--- config.mk ---
export PLATFORM = sky130hd
export DESIGN_NAME = mbrfc_crc_byte
export DESIGN_NICKNAME = d
export VERILOG_FILES = /design/src/rtl/mbrfc_pkg.sv /design/src/rtl/mbrfc_crc_byte.sv
export SDC_FILE = /design/constraint.sdc
export NUM_CORES = 1
export LEC_CHECK = 0
export BUFFER_PORTS_ARGS = -buffer_cell sky130_fd_sc_hd__buf_2
export CAP_MARGIN = 20
export CORE_AREA = 2 2 39 41
export DETAILED_ROUTE_END_ITERATION = 16
export DIE_AREA = 0 0 41 43
export PLACE_DENSITY = 0.61
export REMOVE_ABC_BUFFERS = 1
export SLEW_MARGIN = 10
export SYNTH_ARGS = -nofsm -noshare
export SYNTH_HDL_FRONTEND = slang
export SYNTH_SLANG_ARGS = --single-unit
--- constraint.sdc ---
create_clock -name vclk -period 2.75
set_input_delay 0.1375 -clock vclk [all_inputs]
set_output_delay 0.1375 -clock vclk [all_outputs]
set_load 0.02 [all_outputs]
--- src/rtl/mbrfc_pkg.sv ---
`timescale 1ns / 1ps
// shared constants and types for the modbus rtu response frame checker
// no dependencies; used by mbrfc_crc_byte and modbus_response_frame_checker
package mbrfc_pkg;

  localparam int unsigned BUFFER_BYTES     = 256;
  localparam int unsigned CNT_W            = $clog2(BUFFER_BYTES + 1);
  localparam int unsigned EXP_W            = 9;
  localparam int unsigned CMP_W            = ((CNT_W > EXP_W) ? CNT_W : EXP_W) + 1;
  localparam int unsigned FLEN_W           = 9;
  localparam int unsigned MIN_DECIDE_BYTES = 4;

  localparam logic [15:0] CRC_INIT = 16'hFFFF;
  localparam logic [15:0] CRC_POLY = 16'hA001;

  localparam logic [7:0] FC_EXCEPTION_BIT = 8'h80;
  localparam logic [7:0] FC_READ_COILS    = 8'h01;
  localparam logic [7:0] FC_READ_INPUTS   = 8'h02;
  localparam logic [7:0] FC_READ_HOLDING  = 8'h03;
  localparam logic [7:0] FC_READ_INPUT_RG = 8'h04;
  localparam logic [7:0] FC_WRITE_COIL    = 8'h05;
  localparam logic [7:0] FC_WRITE_REG     = 8'h06;
  localparam logic [7:0] FC_WRITE_COILS   = 8'h0F;
  localparam logic [7:0] FC_WRITE_REGS    = 8'h10;

  localparam logic [EXP_W-1:0] LEN_EXCEPTION = EXP_W'(5);
  localparam logic [EXP_W-1:0] LEN_READ_BASE = EXP_W'(5);
  localparam logic [EXP_W-1:0] LEN_WRITE     = EXP_W'(8);
  localparam logic [EXP_W-1:0] LEN_UNKNOWN   = EXP_W'(0);

  typedef enum logic [1:0] {
    ST_MORE  = 2'd0,
    ST_READY = 2'd1,
    ST_ERROR = 2'd2
  } status_e;

  typedef enum logic {
    ACT_APPEND = 1'b0,
    ACT_CLEAR  = 1'b1
  } action_e;

endpackage

--- src/rtl/mbrfc_crc_byte.sv ---
`timescale 1ns / 1ps
// crc-16 (reflected poly 0xa001) update over one byte, eight bit steps unrolled
// depends on mbrfc_pkg for the polynomial
module mbrfc_crc_byte (
  input  logic [15:0] crc_i,
  input  logic [7:0]  byte_i,
  output logic [15:0] crc_o
);

  always_comb begin
    logic [15:0] c;
    c = crc_i ^ {8'h00, byte_i};
    for (int k = 0; k < 8; k++) begin
      if (c[0]) begin
        c = (c >> 1) ^ mbrfc_pkg::CRC_POLY;
      end else begin
        c = c >> 1;
      end
    end
    crc_o = c;
  end

endmodule

# --- Word-level counts from Yosys, hierarchy flattened ---
# Index checks and enable logic that the tools add are counted.
word_totals:
  elab_cells: 17
  input_bits: 24
  out_inout_bits: 16
  register_bits: 0
classes:
  n_mux: 8
  n_bitwise: 9
op_table:
  columns: ["operator", "n"]
  rows:
  - ["16-bit two-way mux", 8]
  - ["2-bit NOT with 3-bit output", 8]
  - ["16-bit by 8-bit XOR with 16-bit output", 1]

# --- Depth between registers and ports, before layout ---
logic_depth:
  word_depth: 17
  depth_mapped: 4
  depth_no_buf: 4

# --- Least setup slack after synthesis ---
# No wires, ideal clock.
synth_timing:
  path_kind: "input port to output port"
  startpoint: "input port byte_i[3]"
  endpoint: "output port crc_o[0]"
  n_path_buf: 0
  required_time_ps: 2612
  slack_ps: 1082
  arrival_time_ps: 1530
  path_stages: 4
  cell_sequence: "xor2_1 xnor2_1 xnor2_2 xnor3_1"
synth_between:
  elab_chain_cells: 10
synth_rtl:
  columns: ["item", "line_no", "rtl"]
  rows:
  - ["start: declaration", "mbrfc_crc_byte.sv:6", "input logic [7:0] byte_i,"]
  - ["16-bit by 8-bit XOR with 16-bit output *", "mbrfc_crc_byte.sv:12", "c = crc_i ^ {8'h00, byte_i};"]
  - ["16-bit two-way mux * (2 in a row)", "mbrfc_crc_byte.sv:14", "if (c[0]) begin"]
  - ["2-bit NOT with 3-bit output (no line)", null, null]
  - ["16-bit two-way mux * (6 in a row)", "mbrfc_crc_byte.sv:14", null]
  - ["end: declaration", "mbrfc_crc_byte.sv:7", "output logic [15:0] crc_o"]
# Mark *: on every way between the ends. The rest lies on a longest branch, timed or not.

# --- Worst setup path in the final report ---
layout_timing:
  startpoint: "input port byte_i[2]"
  endpoint: "output port crc_o[0]"
layout_between:
  elab_chain_cells: 10
layout_rtl:
  columns: ["item", "line_no"]
  rows:
  - ["16-bit by 8-bit XOR with 16-bit output *", "mbrfc_crc_byte.sv:12"]
  - ["16-bit two-way mux *", "mbrfc_crc_byte.sv:14"]
  - ["2-bit NOT with 3-bit output (no line)", null]
  - ["16-bit two-way mux * (7 in a row)", "mbrfc_crc_byte.sv:14"]
# Marks and branches as above.

==> impl_metrics.env <==
export IMPL_critPathArrivalTime_ps=1460
export IMPL_cts_resized=0
export IMPL_cp_end_kind="primary output"
export IMPL_synthSimpleGateAreaFrac_pct=0
export IMPL_dieArea_sq_um=1763
export IMPL_fin_crit_sh_pct=57.99
export IMPL_yosys_area_top_type="xnor2_1"
export IMPL_wl_um=567
export IMPL_die_h_um=43
export IMPL_initial_utilization_pct=20.52
export IMPL_fmax_ghz=0.6271
export IMPL_grt_use_total_pct=7.924
export IMPL_tns_ps=0
export IMPL_path_max_fanout=3
export IMPL_post_synth_top_count_cell="xnor2_1"
export IMPL_place_congestion=0.6225
export IMPL_rows=14
export IMPL_first_global_vias=285
export IMPL_min_period_ps=1595
export IMPL_grt_pass1_wl_um=1069
export IMPL_seq_cells=0
export IMPL_rsz0062_at_grt="false"
export IMPL_multi_input_area_sq_um=246.5
export IMPL_syn_avg_cell_area_sq_um=9.794
export IMPL_synth_compound_area_share_pct=0
export IMPL_whs_ps=275.0
export IMPL_synthMuxAreaShare_pct=0
export IMPL_finalSetupViolCount=0
export IMPL_drc=0
export IMPL_critical_path_class="input port to primary output"
export IMPL_ff_latch_area_sq_um=0
export IMPL_fillers=166
export IMPL_antenna_found_initial=0
export IMPL_drtIter0Drc=0
export IMPL_startpoint_type="input port"
export IMPL_total_power_uw=267.6
export IMPL_n_antenna_cell=0
export IMPL_ys_warn_count=0
export IMPL_gr_total_overflow=0
export IMPL_post_route_util_pct=30.11
export IMPL_postCtsHoldBufs=0
export IMPL_synth_top_family_by_area="XOR/XNOR gates"
export IMPL_synth_top_area_share_pct=43.17
export IMPL_yosysSeqAreaShare_pct=0
export IMPL_drv_slew=0
export IMPL_grt_max_degree=4
export IMPL_hp_class="input port to primary output"
export IMPL_postRouteAntennaNets=0
export IMPL_die_w_um=41
export IMPL_p_per_area_nw_per_um2=642.2
export IMPL_postCtsSetupBuffers=0
export IMPL_fin_area_sq_um=416.7
export IMPL_place_area_sq_um=416.7
export IMPL_wire_per_inst_um=8.100
export IMPL_fin_nets=80
export IMPL_leakagePower_uw=0.0002114
export IMPL_synth_cells=29
export IMPL_vias=273
export IMPL_ioPinCount=40
export IMPL_yosys_area_share_adder_pct=0
export IMPL_final_hold_viol_count=0
export IMPL_required_ps=2610
export IMPL_dr_pass1_iters=1
export IMPL_coreArea_sq_um=1384
export IMPL_worst_pin_slew_ps=380.5
export IMPL_port_buffers=30
export IMPL_synthDistinctLibCells=5
export IMPL_relSlewSlack_pct=74.45
export IMPL_vdd_drop_max_v=0.0001739
export IMPL_synth_area_leaders="xnor2_1 43%, xor2_1 19%, xnor2_2 17%"
export IMPL_cap_violations=0
export IMPL_synthXorXnorAreaFrac_pct=86.78
export IMPL_drive_above_1_share_pct=61.11
export IMPL_ys_top_cells_by_count="14 x xnor2_1, 6 x xor2_1, 5 x buf_4, 3 x xnor2_2, 1 x xnor3_1"
export IMPL_clock_buffers=0
export IMPL_status="finished, final reports clean"
export IMPL_synthesis_area_sq_um=284.0
export IMPL_via_per_inst=3.900
export IMPL_area_growth_pct=46.70
## routing by layer
metal | track usage, % | vias up | share of wire, % | wire (um)
met5 | 0 | - | 0 | 0
met4 | 0 | 0 | 0 | 0
met3 | 2.618 | 0 | 15 | 83
met2 | 15.00 | 23 | 57 | 325
met1 | 8.333 | 117 | 28 | 158
li1 | - | 133 | - | -
## kinds of logic (layout without fill, tap and decap cells)
| kind of cell | after synthesis | in the layout |
|---|---|---|
| xor+xnor | 24 | 24 |
| buf+inv | 5 | 30 |
## cell type report
cell class         instances  area share [%]
repair buffers            30           36.04
well taps                 16           4.805
multi-input cells         24           59.16
## final timing paths
kind / from / endpoint / slack (ps) / cells after the start
hold / removal: crc_i[9] / crc_o[1] / 280 / 0
setup / recovery: byte_i[2] / crc_o[0] / 1160 / 6
## where the power goes
| group | internal [uW] | total, uW | leakage, uW | switching, uW |
|---|---|---|---|---|
| Sequential | 0 | 0 | 0 | 0 |
| Combinational | 116 | 268 | 0.000211 | 152 |
| Clock | 0 | 0 | 0 | 0 |
| Total | 116 | 268 | 0.000211 | 152 |
## stage by stage
step	worst slack [ps]	std cells
floorplan	1082	24
global placement	1136	70
detailed placement	1123	70
CTS	1123	70
global route	999.4	70
finish	1155	70
## layout by cell type, fill, tap and decap left out
cell type,n
xnor2_2,3
xor2_1,6
xnor2_1,14
xnor3_1,1
buf_2,30
## worst max-delay path: stages
cell and delay [ps]:
buf_2 100, xnor2_1 270, xor2_1 330, xnor2_1 210, xnor3_1 240, buf_2 170
Note: power is estimated with default switching activity, not from simulation.
